`src/rtl/calendar_date_counter_macros.svh`:
```
// assertion macros shared by the calendar date counter rtl
`ifndef CALENDAR_DATE_COUNTER_MACROS_SVH
`define CALENDAR_DATE_COUNTER_MACROS_SVH
`ifndef NO_ASSERTIONS
// property that must hold at every clock edge out of reset
`define CDC_ASSERT(label, clk, rst_n, prop) \
	label: assert property (@(posedge clk) disable iff (!rst_n) (prop)) \
		else $error("calendar_date_counter: check failed");
// consequent must hold in the cycle after the antecedent
`define CDC_ASSERT_NEXT(label, clk, rst_n, ante, cons) \
	label: assert property (@(posedge clk) disable iff (!rst_n) (ante) |=> (cons)) \
		else $error("calendar_date_counter: check failed");
`else
`define CDC_ASSERT(label, clk, rst_n, prop)
`define CDC_ASSERT_NEXT(label, clk, rst_n, ante, cons)
`endif
`endif

```
`src/rtl/cdc_pkg.sv`:
```
// shared types, codes and calendar functions of the calendar date counter
`default_nettype none
package cdc_pkg;

	localparam int DAY_W   = 5;
	localparam int MONTH_W = 4;
	localparam int YEAR_W  = 14;
	localparam int WDAY_W  = 3;
	localparam int WSUM_W  = 15;

	// mode codes
	localparam logic [1:0] MODE_LOAD = 2'd0;
	localparam logic [1:0] MODE_NEXT = 2'd1;
	localparam logic [1:0] MODE_PREV = 2'd2;

	// status codes
	localparam logic [1:0] ST_OK       = 2'd0;
	localparam logic [1:0] ST_BAD_DATE = 2'd1;
	localparam logic [1:0] ST_BAD_YEAR = 2'd2;

	// register indexes
	localparam logic REG_MIN_YEAR = 1'b0;
	localparam logic REG_MAX_YEAR = 1'b1;

	localparam logic [YEAR_W-1:0] YEAR_LIMIT    = 14'd16383;
	localparam logic [YEAR_W-1:0] MIN_YEAR_RST  = 14'd1902;
	localparam logic [YEAR_W-1:0] MAX_YEAR_RST  = 14'd2037;
	localparam logic [YEAR_W-1:0] YEAR_RST      = 14'd2000;
	localparam logic [WDAY_W-1:0] WDAY_SATURDAY = 3'd6;

	typedef struct packed {
		logic [1:0]         mode;
		logic [DAY_W-1:0]   day;
		logic [MONTH_W-1:0] month;
		logic [YEAR_W-1:0]  year;
		logic               date_ok;
		logic [WSUM_W-1:0]  wsum;
	} load_item_t;

	typedef struct packed {
		logic [DAY_W-1:0]   day;
		logic [MONTH_W-1:0] month;
		logic [YEAR_W-1:0]  year;
		logic [WDAY_W-1:0]  weekday;
		logic [1:0]         status;
	} result_t;

	// divisibility by 25 through the odd inverse: x*inv mod 2^n stays small
	function automatic logic is_leap(input logic [YEAR_W-1:0] y);
		logic [23:0] p100;
		logic [19:0] p400;
		logic        div100;
		logic        div400;
		p100   = 24'(y[13:2]) * 24'd3113;
		p400   = 20'(y[13:4]) * 20'd41;
		div100 = (p100[11:0] <= 12'd163);
		div400 = (y[3:2] == 2'd0) && (p400[9:0] <= 10'd40);
		return (y[1:0] == 2'd0) && (!div100 || div400);
	endfunction

	function automatic logic [DAY_W-1:0] days_in(input logic [MONTH_W-1:0] m,
			input logic leap);
		logic [DAY_W-1:0] d;
		case (m) inside
			4'd2:                     d = leap ? 5'd29 : 5'd28;
			4'd4, 4'd6, 4'd9, 4'd11:  d = 5'd30;
			default:                  d = 5'd31;
		endcase
		return d;
	endfunction

	function automatic logic [2:0] month_offset(input logic [MONTH_W-1:0] m);
		logic [2:0] o;
		case (m)
			4'd2:    o = 3'd3;
			4'd3:    o = 3'd2;
			4'd4:    o = 3'd5;
			4'd6:    o = 3'd3;
			4'd7:    o = 3'd5;
			4'd8:    o = 3'd1;
			4'd9:    o = 3'd4;
			4'd10:   o = 3'd6;
			4'd11:   o = 3'd2;
			4'd12:   o = 3'd4;
			default: o = 3'd0;
		endcase
		return o;
	endfunction

	// x/25 by reciprocal, exact for x below 4200
	function automatic logic [7:0] div25(input logic [12:0] x);
		logic [23:0] p;
		p = 24'(x) * 24'd1311;
		return p[22:15];
	endfunction

	// s mod 7 by reciprocal, exact for s below 32768
	function automatic logic [WDAY_W-1:0] mod7(input logic [WSUM_W-1:0] s);
		logic [31:0]       p;
		logic [WSUM_W-1:0] q7;
		p  = 32'(s) * 32'd18725;
		q7 = 15'(p[29:17]) * 15'd7;
		return 3'(s - q7);
	endfunction

endpackage
`default_nettype wire

```
`src/rtl/cdc_load_prep.sv`:
```
// validates a load date and forms its weekday sum ahead of the input register
`default_nettype none
module cdc_load_prep (
	input  wire logic [1:0]                  mode,
	input  wire logic [cdc_pkg::DAY_W-1:0]   load_day,
	input  wire logic [cdc_pkg::MONTH_W-1:0] load_month,
	input  wire logic [cdc_pkg::YEAR_W-1:0]  load_year,
	output cdc_pkg::load_item_t              item
);
	import cdc_pkg::*;

	logic [WSUM_W-1:0] yy;
	logic [7:0]        q100;
	logic [7:0]        q400;
	logic              month_ok;

	// january and february count with the year before
	assign yy = 15'(load_year) + 15'd400 - ((load_month < 4'd3) ? 15'd1 : 15'd0);
	assign q100 = div25(yy[14:2]);
	assign q400 = div25({2'b00, yy[14:4]});
	assign month_ok = (load_month >= 4'd1) && (load_month <= 4'd12);

	always_comb begin
		item.mode    = mode;
		item.day     = load_day;
		item.month   = load_month;
		item.year    = load_year;
		item.date_ok = month_ok && (load_day != 5'd0)
			&& (load_day <= days_in(load_month, is_leap(load_year)));
		item.wsum    = yy + 15'(yy[14:2]) - 15'(q100) + 15'(q400)
			+ 15'(month_offset(load_month)) + 15'(load_day);
	end

endmodule
`default_nettype wire

```
`src/rtl/cdc_date_core.sv`:
```
// stored date and weekday with load, next-day and previous-day update
`default_nettype none
`include "calendar_date_counter_macros.svh"
module cdc_date_core (
	input  wire logic                       clk,
	input  wire logic                       arst_n,
	input  wire logic                       adv,
	input  wire cdc_pkg::load_item_t        item,
	input  wire logic [cdc_pkg::YEAR_W-1:0] min_year,
	input  wire logic [cdc_pkg::YEAR_W-1:0] max_year,
	output cdc_pkg::result_t                res
);
	import cdc_pkg::*;

	logic [DAY_W-1:0]   day_q;
	logic [MONTH_W-1:0] month_q;
	logic [YEAR_W-1:0]  year_q;
	logic [WDAY_W-1:0]  weekday_q;

	logic               leap_cur;
	logic [DAY_W-1:0]   dim_cur;
	logic [DAY_W-1:0]   dim_prev;
	logic [DAY_W-1:0]   nd;
	logic [MONTH_W-1:0] nm;
	logic [YEAR_W-1:0]  ny;
	logic               edge_hit;

	function automatic logic in_win(input logic [YEAR_W-1:0] y,
			input logic [YEAR_W-1:0] lo, input logic [YEAR_W-1:0] hi);
		return (y >= lo) && (y <= hi);
	endfunction

	// leap only matters inside the stored year, a year change lands on dec or jan
	assign leap_cur = is_leap(year_q);
	assign dim_cur  = days_in(month_q, leap_cur);
	assign dim_prev = days_in(month_q - 4'd1, leap_cur);

	always_comb begin
		res.day     = day_q;
		res.month   = month_q;
		res.year    = year_q;
		res.weekday = weekday_q;
		res.status  = ST_OK;
		nd          = day_q;
		nm          = month_q;
		ny          = year_q;
		edge_hit    = 1'b0;
		case (item.mode)
			MODE_LOAD: begin
				if (!item.date_ok) begin
					res.status = ST_BAD_DATE;
				end else if (!in_win(item.year, min_year, max_year)) begin
					res.status = ST_BAD_YEAR;
				end else begin
					res.day     = item.day;
					res.month   = item.month;
					res.year    = item.year;
					res.weekday = mod7(item.wsum);
				end
			end
			MODE_NEXT: begin
				if (day_q < dim_cur) begin
					nd = day_q + 5'd1;
				end else if (month_q < 4'd12) begin
					nd = 5'd1;
					nm = month_q + 4'd1;
				end else begin
					nd = 5'd1;
					nm = 4'd1;
					edge_hit = (year_q == YEAR_LIMIT);
					ny = year_q + 14'd1;
				end
				if (edge_hit || !in_win(ny, min_year, max_year)) begin
					res.status = ST_BAD_YEAR;
				end else begin
					res.day     = nd;
					res.month   = nm;
					res.year    = ny;
					res.weekday = (weekday_q == 3'd6) ? 3'd0 : weekday_q + 3'd1;
				end
			end
			MODE_PREV: begin
				if (day_q > 5'd1) begin
					nd = day_q - 5'd1;
				end else if (month_q > 4'd1) begin
					nm = month_q - 4'd1;
					nd = dim_prev;
				end else begin
					nd = 5'd31;
					nm = 4'd12;
					edge_hit = (year_q == 14'd0);
					ny = year_q - 14'd1;
				end
				if (edge_hit || !in_win(ny, min_year, max_year)) begin
					res.status = ST_BAD_YEAR;
				end else begin
					res.day     = nd;
					res.month   = nm;
					res.year    = ny;
					res.weekday = (weekday_q == 3'd0) ? 3'd6 : weekday_q - 3'd1;
				end
			end
			default: begin
			end
		endcase
	end

	always_ff @(posedge clk or negedge arst_n) begin
		if (!arst_n) begin
			day_q     <= 5'd1;
			month_q   <= 4'd1;
			year_q    <= YEAR_RST;
			weekday_q <= WDAY_SATURDAY;
		end else if (adv) begin
			day_q     <= res.day;
			month_q   <= res.month;
			year_q    <= res.year;
			weekday_q <= res.weekday;
		end
	end

	`CDC_ASSERT_NEXT(a_fail_holds, clk, arst_n, adv && (res.status != ST_OK), $stable(day_q) && $stable(month_q) && $stable(year_q) && $stable(weekday_q))
	`CDC_ASSERT(a_date_range, clk, arst_n, (month_q >= 4'd1) && (month_q <= 4'd12) && (day_q >= 5'd1) && (day_q <= dim_cur))
	`CDC_ASSERT_NEXT(a_next_weekday, clk, arst_n, adv && (item.mode == MODE_NEXT) && (res.status == ST_OK), weekday_q == (($past(weekday_q) == 3'd6) ? 3'd0 : $past(weekday_q) + 3'd1))

endmodule
`default_nettype wire

```
`src/rtl/calendar_date_counter.sv`:
```
// top level of the calendar date counter: stream ports, registers, apb port
`default_nettype none
`include "calendar_date_counter_macros.svh"
// Gregorian date counter. Each input word either loads a date (checked
// against month lengths, leap years and the min_year/max_year window) or
// steps the stored date one day forward or back with month and year
// rollover; every input word returns exactly one output word with the
// stored date, its weekday (0 Sunday) and a status (0 ok, 1 bad day or
// month, 2 year outside the window). A failing word leaves the stored date
// alone; mode 3 returns the stored date with status ok. The block takes one
// word per clock unless the output stalls: the load check and weekday sum
// are formed in front of the input register, the date update and weekday
// finish run between the input register and the output register, so a
// result is registered as its word leaves the input register. The rate is
// set by the stored-date update, which each word needs from the word before
// it. The output register parts the two sides, so a new word is taken while
// a finished result waits. After reset the date is 1 January 2000, a
// Saturday, and the window is 1902 to 2037; no warm-up is needed. The
// window registers sit at byte addresses 0 (min_year) and 4 (max_year),
// are 14 bits wide, and may be written only while no word is in flight.
module calendar_date_counter (
	input  wire logic        clk,
	input  wire logic        arst_n,
	// input stream
	input  wire logic        s_tvalid,
	output      logic        s_tready,
	input  wire logic [23:0] s_tdata,   // load_day[4:0], load_month[8:5], load_year[22:9], zero
	input  wire logic [1:0]  s_tuser,   // mode[1:0]
	// output stream
	output      logic        m_tvalid,
	input  wire logic        m_tready,
	output      logic [31:0] m_tdata,   // cur_day[4:0], cur_month[8:5], cur_year[22:9],
	                                    // weekday[25:23], zero
	output      logic [1:0]  m_tuser,   // status[1:0]
	// configuration port
	input  wire logic        psel,
	input  wire logic        penable,
	input  wire logic        pwrite,
	input  wire logic [2:0]  paddr,
	input  wire logic [31:0] pwdata,
	output      logic [31:0] prdata,
	output      logic        pready
);
	import cdc_pkg::*;

	// window registers
	logic [YEAR_W-1:0] min_year_q;
	logic [YEAR_W-1:0] max_year_q;
	logic              cfg_wr;

	// input register and output register
	load_item_t        item_in;
	load_item_t        item_s1;
	logic              valid_s1;
	result_t           res;
	result_t           res_s2;
	logic              valid_s2;
	logic              adv;
	logic              in_acc;

	// apb: always ready, word address picks the register
	assign pready = 1'b1;
	assign cfg_wr = psel && penable && pwrite && pready;

	always_ff @(posedge clk or negedge arst_n) begin
		if (!arst_n) begin
			min_year_q <= MIN_YEAR_RST;
			max_year_q <= MAX_YEAR_RST;
		end else if (cfg_wr) begin
			unique case (paddr[2])
				REG_MIN_YEAR: min_year_q <= pwdata[13:0];
				REG_MAX_YEAR: max_year_q <= pwdata[13:0];
				default:      min_year_q <= min_year_q;
			endcase
		end
	end

	assign prdata = (paddr[2] == REG_MAX_YEAR) ? {18'd0, max_year_q} : {18'd0, min_year_q};

	// load check and weekday sum on the incoming word
	cdc_load_prep u_prep (
		.mode       (s_tuser),
		.load_day   (s_tdata[4:0]),
		.load_month (s_tdata[8:5]),
		.load_year  (s_tdata[22:9]),
		.item       (item_in)
	);

	// a word moves into the output register whenever that register is free or being read
	assign adv      = valid_s1 && (!valid_s2 || m_tready);
	assign s_tready = !valid_s1 || adv;
	assign in_acc   = s_tvalid && s_tready;

	always_ff @(posedge clk or negedge arst_n) begin
		if (!arst_n) begin
			valid_s1 <= 1'b0;
		end else if (in_acc) begin
			valid_s1 <= 1'b1;
		end else if (adv) begin
			valid_s1 <= 1'b0;
		end
	end

	always_ff @(posedge clk) begin
		if (in_acc) begin
			item_s1 <= item_in;
		end
	end

	// stored date, updated as the word leaves the input register
	cdc_date_core u_core (
		.clk      (clk),
		.arst_n   (arst_n),
		.adv      (adv),
		.item     (item_s1),
		.min_year (min_year_q),
		.max_year (max_year_q),
		.res      (res)
	);

	always_ff @(posedge clk or negedge arst_n) begin
		if (!arst_n) begin
			valid_s2 <= 1'b0;
		end else if (adv) begin
			valid_s2 <= 1'b1;
		end else if (m_tready) begin
			valid_s2 <= 1'b0;
		end
	end

	always_ff @(posedge clk) begin
		if (adv) begin
			res_s2 <= res;
		end
	end

	assign m_tvalid = valid_s2;
	assign m_tdata  = {6'd0, res_s2.weekday, res_s2.year, res_s2.month, res_s2.day};
	assign m_tuser  = res_s2.status;

	// a full input register behind a stalled output must hold off new words
	`CDC_ASSERT(a_stall_blocks, clk, arst_n, (valid_s1 && valid_s2 && !m_tready) |-> !s_tready)
	// a taken word is always held somewhere on the next cycle
	`CDC_ASSERT_NEXT(a_word_kept, clk, arst_n, in_acc, valid_s1)
	// the output register fills only from a word in the input register
	`CDC_ASSERT_NEXT(a_out_source, clk, arst_n, !valid_s1 && (!valid_s2 || m_tready), !valid_s2)

endmodule
`default_nettype wire

```
`config.mk`:
```
export PLATFORM = sky130hd
export DESIGN_NAME = calendar_date_counter
export DESIGN_NICKNAME = d
export VERILOG_FILES = /design/src/rtl/cdc_pkg.sv /design/src/rtl/cdc_load_prep.sv /design/src/rtl/cdc_date_core.sv /design/src/rtl/calendar_date_counter.sv
export VERILOG_INCLUDE_DIRS = /design/src /design/src/rtl
export SDC_FILE = /design/constraint.sdc
export NUM_CORES = 1
export LEC_CHECK = 0
export BUFFER_PORTS_ARGS = -buffer_cell sky130_fd_sc_hd__buf_2
export CELL_PAD_IN_SITES_DETAIL_PLACEMENT = 1
export CELL_PAD_IN_SITES_GLOBAL_PLACEMENT = 2
export CORE_UTILIZATION = 43
export CTS_CLUSTER_DIAMETER = 200
export DETAILED_ROUTE_END_ITERATION = 10
export GPL_TIMING_DRIVEN = 1
export PLACE_DENSITY_LB_ADDON = 0.1
export SETUP_SLACK_MARGIN = 0.5
export SLEW_MARGIN = 40
export SYNTH_ARGS = -nofsm -noshare
export SYNTH_HDL_FRONTEND = slang
export SYNTH_SLANG_ARGS = --single-unit
```
`constraint.sdc`:
```
create_clock -name clk -period 10.6 [get_ports clk]
set_input_delay 0 -clock clk [delete_from_list [all_inputs] [get_ports clk]]
set_output_delay 0 -clock clk [all_outputs]
set_load 0.02 [all_outputs]
```
After elaboration in Yosys (flattened, before gate mapping)
Memory sizes are Yosys's and may differ from the RTL's.
Cells that the tools add are included.
- add/subtract/negate cells: 16
- multiply operators: 8
- $lt $le $gt $ge: 18
- eq/ne operators: 19
- muxes and demuxes: 44
- bitwise logic cells: 1
- reduce and logical (&&, ||, !) cells: 41
- operator list (kind ; number):
    $mux 26 ; 4
    $mux 14 ; 7
    $pmux 28 s3 ; 1
    $ge 14x14->1 ; 3
    $le 14x14->1 ; 3
    $mul 15x15->30 const B ; 1
    $mux 5 ; 6
    $eq 4x3->1 const B ; 6
    $eq 4x4->1 const B ; 6
    $le 12x8->1 const B ; 2
    $mul 12x11->12 const B ; 2
    $mul 13x11->23 const B ; 1
    $mul 11x11->22 const B ; 1
    $le 10x6->1 const B ; 2
    $mul 10x6->10 const B ; 2
    $mux 1 ; 16
    $mux 4 ; 4
    $add 14x9->15 const B ; 1
    $add 15x13->15 ; 1
    $add 15x3->15 ; 1
    $add 15x5->15 ; 1
    $add 15x7->15 ; 1
    $sub 15x15->15 ; 1
    $sub 15x8->15 ; 1
    other kinds (36) ; 73
- flip-flop bits (word level): 125
- bits in read-only memories: 48
- bits of input ports: 68
- output and inout port bits: 69
- word-level logic and storage cells: 167
- memories: 1
- memories (memory ; words ; bits a word ; rd ports ; clocked after Yosys merged registers in ; wr ports ; line ; RTL):
    (no name shown) ; 16 ; 3 ; 1 ; 0 ; 0 ; cdc_pkg.sv:74 ; case (m)

Depth between registers and ports, before layout
Gate-level depths: netlist of the first run.
- word-level depth: 16
- mapped depth: 51

By module
Synthesis of the first run repeated with hierarchy kept, for this count alone.
- cells, all modules: 2152
- area total of the unflattened synthesis: 20224.4 sq um
- by module, submodules not included (module ; times used ; cells an instance ; area each (sq um)):
    cdc_date_core ; 1 ; 1130 ; 9091.2
    cdc_load_prep ; 1 ; 842 ; 7460.9
    calendar_date_counter ; 1 ; 180 ; 3672.3

Worst setup path after synthesis of the first run
No wires, ideal clock.
- path kind: input -> register
- from: input port s_tdata[7]
- to: register item_s1[13] in the netlist's numbering, data pin
- setup time: 0.257 ns
- data arrival time: 10.441 ns
- data required time: 10.343 ns
- path slack: -0.098 ns
- stages: 49
- path buffers: 1
- cells stage by stage: clkbuf_1 -> nor3_1 -> ha_1 -> inv_1 -> ha_1 -> inv_1 -> fa_1 -> o21bai_1 -> a21oi_1 -> o21ai_0 -> a211oi_1 -> o21ai_0 -> a21o_1 -> a21o_1 -> xor2_1 -> inv_1 -> fa_1 -> inv_1 -> [... 13 more ...] -> o31ai_1 -> a21oi_1 -> nor2_1 -> xor2_1 -> fa_1 -> fa_1 -> fa_1 -> inv_1 -> ha_1 -> a21o_1 -> a21oi_1 -> o21ai_0 -> a21oi_1 -> nor2b_1 -> o2111ai_1 -> nand3_1 -> o211a_1 -> xor2_1
- RTL lines (what ; line ; RTL):
    start, declared ; calendar_date_counter.sv:27 ; input wire logic [23:0] s_tdata,
    end signal, assigned ; calendar_date_counter.sv:106 ; item_s1 <= item_in;
    end, declared ; calendar_date_counter.sv:53 ; load_item_t item_s1;

==> results of run 1 <==
## state kept, by name (all words and copies together), names as in the netlist
| name | count |
|---|---|
| item_s1 | 41 |
| m_tdata | 26 |
| m_tuser | 2 |
| m_tvalid | 1 |
| max_year_q | 14 |
| min_year_q | 14 |
| u_core.day_q | 5 |
| u_core.month_q | 4 |
| u_core.weekday_q | 3 |
| u_core.year_q | 14 |
| valid_s1 | 1 |
## per-layer routing
layer	share of wire, %	up-vias	GRT usage (%)
li1	-	7486	-
met1	42	7957	33.3
met2	50	336	50.8
met3	3.3	135	2.86
met4	4.8	2	13.9
met5	0.024	-	0
## timing repair
action                                 in CTS  in global routing
setup endpoints to repair                   4                  8
hold buffers                               42                  0
gates resized for setup                     3                 39
endpoints found under the hold margin      98                  0
buffers inserted                            0                  9
pin swaps                                   1                 29
## worst register-to-register path, cell delays in order (launching register included)
cell	delay, ns
dfstp_2	0.65
inv_1	0.19
ha_1	0.28
nor3b_2	0.19
ha_1	0.34
o2111ai_2	0.20
a211oi_4	0.46
nand4_2	0.28
nor4_1	0.52
xor2_1	0.37
ha_1	0.34
a21oi_1	0.13
o21ai_0	0.19
a2111oi_0	0.56
a211o_1	0.43
o211ai_4	0.28
nor2_2	0.65
nand2_1	0.57
nor3b_1	0.30
a211oi_1	0.36
## logic make-up (layout without fill, tap and decap cells)
group | count (synthesis) | after routing | synth area share, %
other | 2 | 27 | 0.0385
multiplexers | 45 | 45 | 2.54
AND/OR/NAND/NOR | 380 | 380 | 10.0
XOR/XNOR | 124 | 124 | 5.57
flip-flops | 125 | 125 | 18.0
adder cells (fa/ha/maj) | 548 | 548 | 40.2
AO/OA/AOI/OAI | 411 | 411 | 14.3
buffers and inverters | 451 | 595 | 9.36
## how the worst min path moves through the flow
stage / startpoint / endpoint / cells past startpoint
2_1_floorplan: arst_n / m_tvalid / 0
3_3_place_gp: s_tdata[9] / item_s1[16] / 1
3_5_place_dp: arst_n / max_year_q[13] / 2
4_1_cts: s_tdata[14] / item_s1[21] / 2
5_1_grt: s_tdata[14] / item_s1[21] / 2
6_report: s_tdata[14] / item_s1[21] / 2
## placed cells by master, fill, tap and decap left out, drive strengths merged, types with 42 or more instances in the layout
master         n
edfxtp        69
ha           418
fa           130
dlygate4sd3   42
inv          383
a21oi         98
buf          144
nand2         97
xnor2         93
o21ai         91
nor2         101
## per-stage QoR
| stage | std cells | cell area [um2] | hold slack (ns) | TNS [ns] |
|---|---|---|---|---|
| final | 2847 | 22100 | 0.0406 | 0 |
| after global routing | 2846 | 22100 | 0.0423 | 0 |
| after CTS | 2836 | 21800 | 0.0253 | 0 |
| after detailed placement | 2762 | 20800 | 0.00972 | -0.269 |
| after global placement | 2759 | 20700 | 0.195 | 0 |
| after floorplan | 2109 | 19600 | -0.296 | 0 |
## cell type report
cell class,instances,area (um2),share of cell area (%)
tap,592,741,3.35
multi-input combinational,1533,14500,65.6
clock inverter,15,199,0.901
timing repair buffer,186,1300,5.87
antenna,2,5.00,0.0227
inverter,377,1420,6.41
clock buffer,17,425,1.93
sequential,125,3510,15.9
==> results by stage, run 1 <==
Final layout:
- The post-route netlist has between 10 and 15% of its cells at a drive strength greater than 1.
- After the last flow step, the layout net total stands at approximately 2.9k.
- Cells fill between 40 and 50% of the core in the end.
- The area growth from synthesis to layout is 13.3%.
- The count of filler cells inserted in the layout is about 5k.

Placed design:
- At the end of routability-driven placement, the weighted congestion stood at ~0.91.
- The worst-case setup slack after placement is -0.0729 ns.
- The total half-perimeter wirelength after legalization and detailed placement is between 50000 and 60000 um.
- The total of buffers placed on input and output ports is 90.

Worst setup path:
- The most critical setup path has its endpoint at item_s1[10].
- In this design, the critical path's most frequently occurring cell is fa_1.
- The stage delay of the slowest cell on the critical path is 0.56 ns.
- STA classifies the critical path endpoint as a flop.
- The endpoint identified for the worst register-to-register timing path is m_tdata[5].
- The critical path depth is 48.
- The slowest stage of the critical path belongs to the cell fa_1.
- The worst reg2reg path startpoint is u_core.month_q[0].
- STA puts the critical path data arrival time at 9.97 ns.
- STA puts the critical path data required time at between 10 and 15 ns.
- Grouping stages by cell kind, the critical path spends the most delay in adder cells.
- The count of buffer and inverter cells on the critical path is 9.
- Of all nets on the critical path, the largest fanout is 4.
- For the worst flop-to-flop path, the logic depth is 19.
- The type of the worst setup path is in2reg.
- The launching element of the worst setup path is s_tdata[5].
- The startpoint class of the critical path is a primary input.
- The setup check on the worst reg-to-reg path leaves a slack of between 3 and 4 ns.

Timing:
- The number of max-slew violations in the final report was 0.
- For the final database, setup skew stands at between 0.015 and 0.02 ns.
- The worst pin sits at a relative slew slack of between 40 and 50%.
- For the pin with the worst max-slew slack, the measured transition is approximately 0.9 ns.
- The maximum clock rate is 102 MHz.
- Setup repair after global routing left no endpoint under its margin.
- Of the available clock period, the critical path in the final layout requires 92.1%.
- Setup violations remaining at the end of the flow were counted as 0.
- The hold violation total from the final report is 0.
- In the post-route analysis, the smallest setup slack over all paths is 0.837 ns.
- The worst path needs 9.76 ns of the cycle, external delays included.

Hold path:
- The kind of path behind the tightest hold check is in2reg.

Clock tree:
- In this run, CTS created clock tree buffers numbering 17.
- Clock tree synthesis found a total of ~130 sinks.
- TritonCTS built the clock tree.
- The clock reaches the later pin of the worst-skew pair after approximately 0.46 ns.
- The clock transition at the registers of the reported paths is about 0.070 ns.
- The CTS H-tree depth is 4.
- The tree is rooted in a clkbuf_16.
- The maximum number of buffers from clock root to sink is 2.

Synth:
- The fraction of registers with async set or reset after synthesis is around 45%.
- Ranked by total cell area, the synthesized netlist is headed by ha_1 27%, fa_1 13%, edfxtp_1 11%, inv_1 7.2%, xnor2_1 4.2%.
- The commonest cells after synthesis are 418 x ha_1, 374 x inv_1, 130 x fa_1, 99 x nor2_1, 98 x a21oi_1.
- The number of different library cells used by synthesis comes to between 90 and 100.
- The gate count of the mapped netlist is around 2.1k.
- Among all flip-flop cells after synthesis, the most frequent one is edfxtp_1.
- The top cell type by total area after synthesis is ha_1.
- Counting flops with a built-in enable in the synthesized netlist gives between 60 and 70.
- The average cell area after synthesis is roughly 9.3 um2.
- The mapped netlist covers 19500 um2.
- The total of warnings raised by yosys is 0.
- For this run, the register share of the synthesized area comes to 18.0%.
- The number of register bits inferred by synthesis is 125.
- Among all cell types in the netlist, the one instantiated most often is ha_1.
- The synthesized design devotes to its leading area cell type between 20% and 30% of total area.

Flow run:
- The count of maximum capacitance violations is 0.

Floorplan:
- In this run the core area contains between 70 and 80 standard-cell rows.
- The die covers approximately 46000 um2.
- For this configuration, the core starts out at a cell density of a little over two fifths.
- The boundary pin count is roughly 140.
- From bottom edge to top edge, the die measures between 200 and 250 um.
- The area inside the core boundary is 44500 um2.
- The die is approximately 210 um wide.

Drt:
- The starting DRC count in detailed routing is roughly 760.
- In this run the remaining antenna-violating nets after routing total 0.
- For this run, design rule violations remaining after detail routing come to 0.
- The number of vias per cell after detailed routing is ~5.6.
- The final route contains 15.9k vias.
- Dividing the detail-routed wire length by the instance count gives about 22 um.
- Wires add up to approximately 63000 um.
- Before antenna repair, the detailed router went through 5 iterations.

GRT:
- The first-pass GRT wire length is 100000 um.
- The initial antenna violation count came to 2.
- The via count of the first global-routing pass came to roughly 18k.
- The maximum number of pins on one net before global-route repair is 42.
- The all-layer global routing usage is between 20% and 30%.
- For this run the aggregate overflow at the end of global routing stands at 0.

Run status:
- The flow ran to the end, and the final reports show no timing, DRC or antenna violations.
Power of run 1 is left out: the tool's default activity adds up to more than one toggle a clock period on the data nets, which glitch-free logic cannot reach.
==> inputs of run 2 (changes only) <==
CORE_UTILIZATION = 44   (was 43)
CTS_CLUSTER_DIAMETER = 120   (was 200)
SYNTH_HIERARCHICAL = 1   (was not set)
==> run 2 against run 1 <==
Net effect: sequential share of layout area fell by 0.11 points; core utilization fell by 0.62 points; first-iteration DRC count rose by 7.8%; wire length fell by 0.85%; synthesized cell count rose by 3.2%; clock skew rose by 0.0034 ns; non-clock buffer count fell by 21; die area rose by 1.4%; critical path depth fell by 12; worst hold slack improved by 0.070 ns; fmax rose by 0.38%; synthesized area rose by 3.7%; critical endpoint is now item_s1[13]; highest routed layer is now met4.
==> results by stage, run 2 <==
Drt:
- The wire length on met1 is 26400 um (+0.36%).
- The met3 routed wirelength is 2270 um (+8.8%).
- The total length of routed met2 wires is 32000 um (+0.23%).
- The length of the first detailed-routing pass in iterations came to 5 (unchanged).
- The starting DRC count in detailed routing is 818 (+7.8%).
- The routed wire length per instance is 21.9 um (-1.4%).
- The residual antenna-violating net count after detailed routing is 0 (unchanged).
- The number of remaining DRC errors was 0 (unchanged).
- The top layer reached by signal wires is met4.
- The total via count after detailed routing is 16.1k (+1.4%).
- The total detailed-routing wirelength came to 62800 um (-0.85%).
- The number of vias per cell after detailed routing is 5.64 (+0.81%).

Worst setup path:
- The required time of the critical path was 10.82 ns (+0.02 ns).
- The stage delay of the slowest cell on the critical path came to 0.57 ns (about the same).
- The startpoint class of the critical path is a primary input.
- Among all stages on the critical path, the largest delay is contributed by fa_1.
- The critical path's most frequent cell is fa_1.
- STA classifies the critical path endpoint as a flop.
- The largest fanout on the critical path was 6 (+2).
- The setup path with the least slack is of type in2reg.
- The arrival time reported for the critical path endpoint came to 9.95 ns (-0.02 ns).

Synth:
- The total of warnings raised by yosys is 6 (+6).
- The distinct cell type count of the synthesized netlist is 102 (+11%).
- In the post-synthesis netlist, the biggest area contributors are ha_1 26%, fa_1 13%, edfxtp_1 10%, inv_1 6.7%, xnor2_1 3.9%.
- The average cell area after synthesis is 9.40 um2 (+0.56%).
- The number of enable flip-flop cells after synthesis was 69 (unchanged).
- The gate count of the mapped netlist is 2152 (+3.2%).
- The sequential area share after synthesis was 17.3% (-0.65 points).
- The fraction of registers with async set or reset after synthesis was 44.8% (unchanged).
- The area share of the leading cell type in the synthesized netlist is 25.8% (-1.0 points).
- The area share of xor/xnor cells in the synthesized design is 5.00% (-0.57 points).
- In the synthesized netlist the dominant register cell turns out to be edfxtp_1.
- After synthesis, the largest family of logic cells by area is adder cells.
- The multiplexer area fraction after synthesis came to 3.48% (+0.95 points).
- The mapped cell area is 20200 um2 (+3.7%).
- ha_1 takes more of the synthesized area than any other cell.
- The fraction of the mapped netlist area in adder cells is 39.1% (-1.1 points).
- The post-synthesis compound-gate area fraction is 14.7% (+0.36 points).
- By instance count, the leading cell after synthesis is ha_1.
- By count the netlist is led by 417 x ha_1, 362 x inv_1, 134 x fa_1, 114 x a21oi_1, 89 x xnor2_1.
- The number of register bits inferred by synthesis is 125 (unchanged).
- The fraction of the mapped netlist area in simple logic gates is 10.3% (+0.31 points).

Floorplan:
- The area inside the core boundary is 45400 um2 (+2.0%).
- The die footprint is 46800 um2 (+1.4%).
- The starting density of the core is 44.6% (+0.77 points).
- The x dimension of the die is 216 um (+0.68%).
- The boundary pin count was 137 (unchanged).
- The vertical die dimension was 216 um (+0.68%).
- The site row count is 78 (+1.3%).

Clock tree:
- The TritonCTS clock tree is yes.
- The source-to-sink clock delay at the later pin of the worst-skew pair is 0.48 ns (+0.02 ns).
- The cell sitting at the root of the clock tree is a clkbuf_16.
- The TritonCTS buffer count is 17 (unchanged).
- The CTS H-tree depth is 4 (unchanged).
- The clock transition at the registers of the reported paths is 0.06 ns (about the same).
- The maximum number of buffers from clock root to sink is 2 (unchanged).
- The TritonCTS sink count was 125 (unchanged).

Timing:
- The minimum period implied by the final worst setup slack was 9.73 ns (-0.0369 ns).
- The number of failing setup endpoints in the final timing report is 0 (unchanged).
- The setup skew after layout was 0.0188 ns (+0.00335 ns).
- The hold violation total from the final report is 0 (unchanged).
- The post-route clock period utilization was 91.8% (-0.35 points).
- The tightest slew margin relative to the limit is 41.5% (+1.0 points).
- The number of max-slew violations in the final report came to 0 (unchanged).
- Setup repair after global routing left no endpoint under its margin.
- The measured slew at the worst slew-check pin is 0.877 ns (-0.0156 ns).
- The final setup TNS is 0 ns (unchanged).
- The maximum clock rate came to 103 MHz (+0.38%).

GRT:
- The leftover overflow at the end of global routing was 0 (unchanged).
- The all-layer global routing usage is 27.7% (-0.49 points).
- The initial antenna violation count came to 1 (-1).
- The first-pass GRT wire length came to 99100 um (-0.94%).
- The maximum number of pins on one net before global-route repair is 60 (+43%).
- The via count of the first global-routing pass was 17.5k (-0.086%).

Placed design:
- The total of buffers placed on input and output ports is 90 (unchanged).
- The placer's final routability congestion estimate was 0.911 (about the same).
- The total half-perimeter wirelength after legalization and detailed placement was 50600 um (-1.7%).

Run status:
- The run finished with clean final reports.

Final layout:
- Leaving out fill and tap cells, the most frequent cells in the layout are 417 x ha_1, 362 x inv_1, 134 x fa_1, 112 x a21oi_1, 90 x buf_2.
- The flip-flop count of the largest register, all copies and words added is 41 (unchanged).
- The register with the most flip-flops in the final layout is item_s1.
- The number of nets in the layout is 2869 (+0.46%).
- The most common library cell in the layout ignoring fill and taps is ha_1.
- The count of filler cells inserted in the layout was 5231 (+2.2%).
- The area growth from synthesis to layout is 9.90%.
- The fraction of final layout cells sized beyond drive strength 1 is 12.4% (-1.7 points).

Hold path:
- The path class of the tightest hold or removal check is in2reg.

Flow run:
- The count of maximum capacitance violations is 0 (unchanged).
==> run 2: cell types whose count changed after synthesis, moves of 7 or more <==
cell	previous run	this run
a21oi_1	98	114
mux2_4	1	10
a21o_1	37	26
and2_1	3	13
nand2_1	96	82
o211ai_1	11	19
nor2_1	99	85
xor2_1	31	24
nand3_1	23	32
nand2b_1	16	23
buf_4	28	54
clkbuf_1	32	42
inv_1	374	362
==> run 2: cell families after synthesis <==
| group | count (synthesis) |
|---|---|
| other | 2 |
| and+or+nand+nor | 390 |
| AOI/OAI and AO/OA | 431 |
| adders and majority gates | 552 |
| buffers and inverters | 477 |
| DFF | 125 |
| xor gates and xnor gates | 114 |
| muxes | 61 |
==> run 2: worst max-delay path: cells and delay by family <==
kind                     cells  cell delay (ns)
buffers and inverters        8             1.40
AO/OA/AOI/OAI               12             2.35
XOR/XNOR                     2             0.31
AND/OR/NAND/NOR              3             0.88
adder cells (fa/ha/maj)     11             4.99
==> run 2: metal layers <==
layer	global-route usage (%)	vias to the layer above
met5	0	-
met4	10.1	0
met3	4.59	100
met2	49.6	298
met1	33.2	8120
li1	-	7623
==> run 2: cell type report <==
type                       instances  area, um2  area share [%]
multi-input combinational       1573      14900            67.0
sequential                       125       3510            15.8
inverter                         368       1380            6.21
timing repair buffer             165       1120            5.06
tap                              600        751            3.38
clock buffer                      21        450            2.03
clock inverter                    11        119           0.535
antenna                            1       2.50          0.0113
==> run 2: worst paths after layout <==
kind	startpoint	to	slack, ns	cells past startpoint
setup / recovery	s_tdata[11]	item_s1[13]	0.87	36
hold / removal	pwrite	max_year_q[1]	0.11	3
setup reg to reg	item_s1[10]	m_tdata[25]	3.54	27
hold reg to reg	valid_s1	m_tvalid	0.50	1
max in group asynchronous	arst_n	min_year_q[7]	9.94	3
min in group asynchronous	arst_n	u_core/day_q[2]	0.17	3
==> run 2: metrics by stage <==
step / cells / area [um2] / worst slack [ns] / utilization [%] / hold slack (ns)
after floorplan: 2175 / 20300 / 0.828 / - / -0.296
after global placement: 2787 / 21100 / 0.295 / 46.5 / 0.178
after detailed placement: 2787 / 21100 / 0.0426 / 46.6 / 0.158
after CTS: 2862 / 22100 / 0.569 / 48.8 / 0.0745
after global routing: 2863 / 22200 / 0.496 / 49.0 / 0.110
final: 2864 / 22200 / 0.874 / 49.0 / 0.110
==> run 2: what timing repair did <==
item | in CTS | in global routing
resized for setup | 0 | 14
setup endpoints to repair | 0 | 6
setup buffers | 0 | 1
endpoints found under the hold margin | 86 | 0
hold buffers | 43 | 0
Power of run 2 is left out for the same reason.
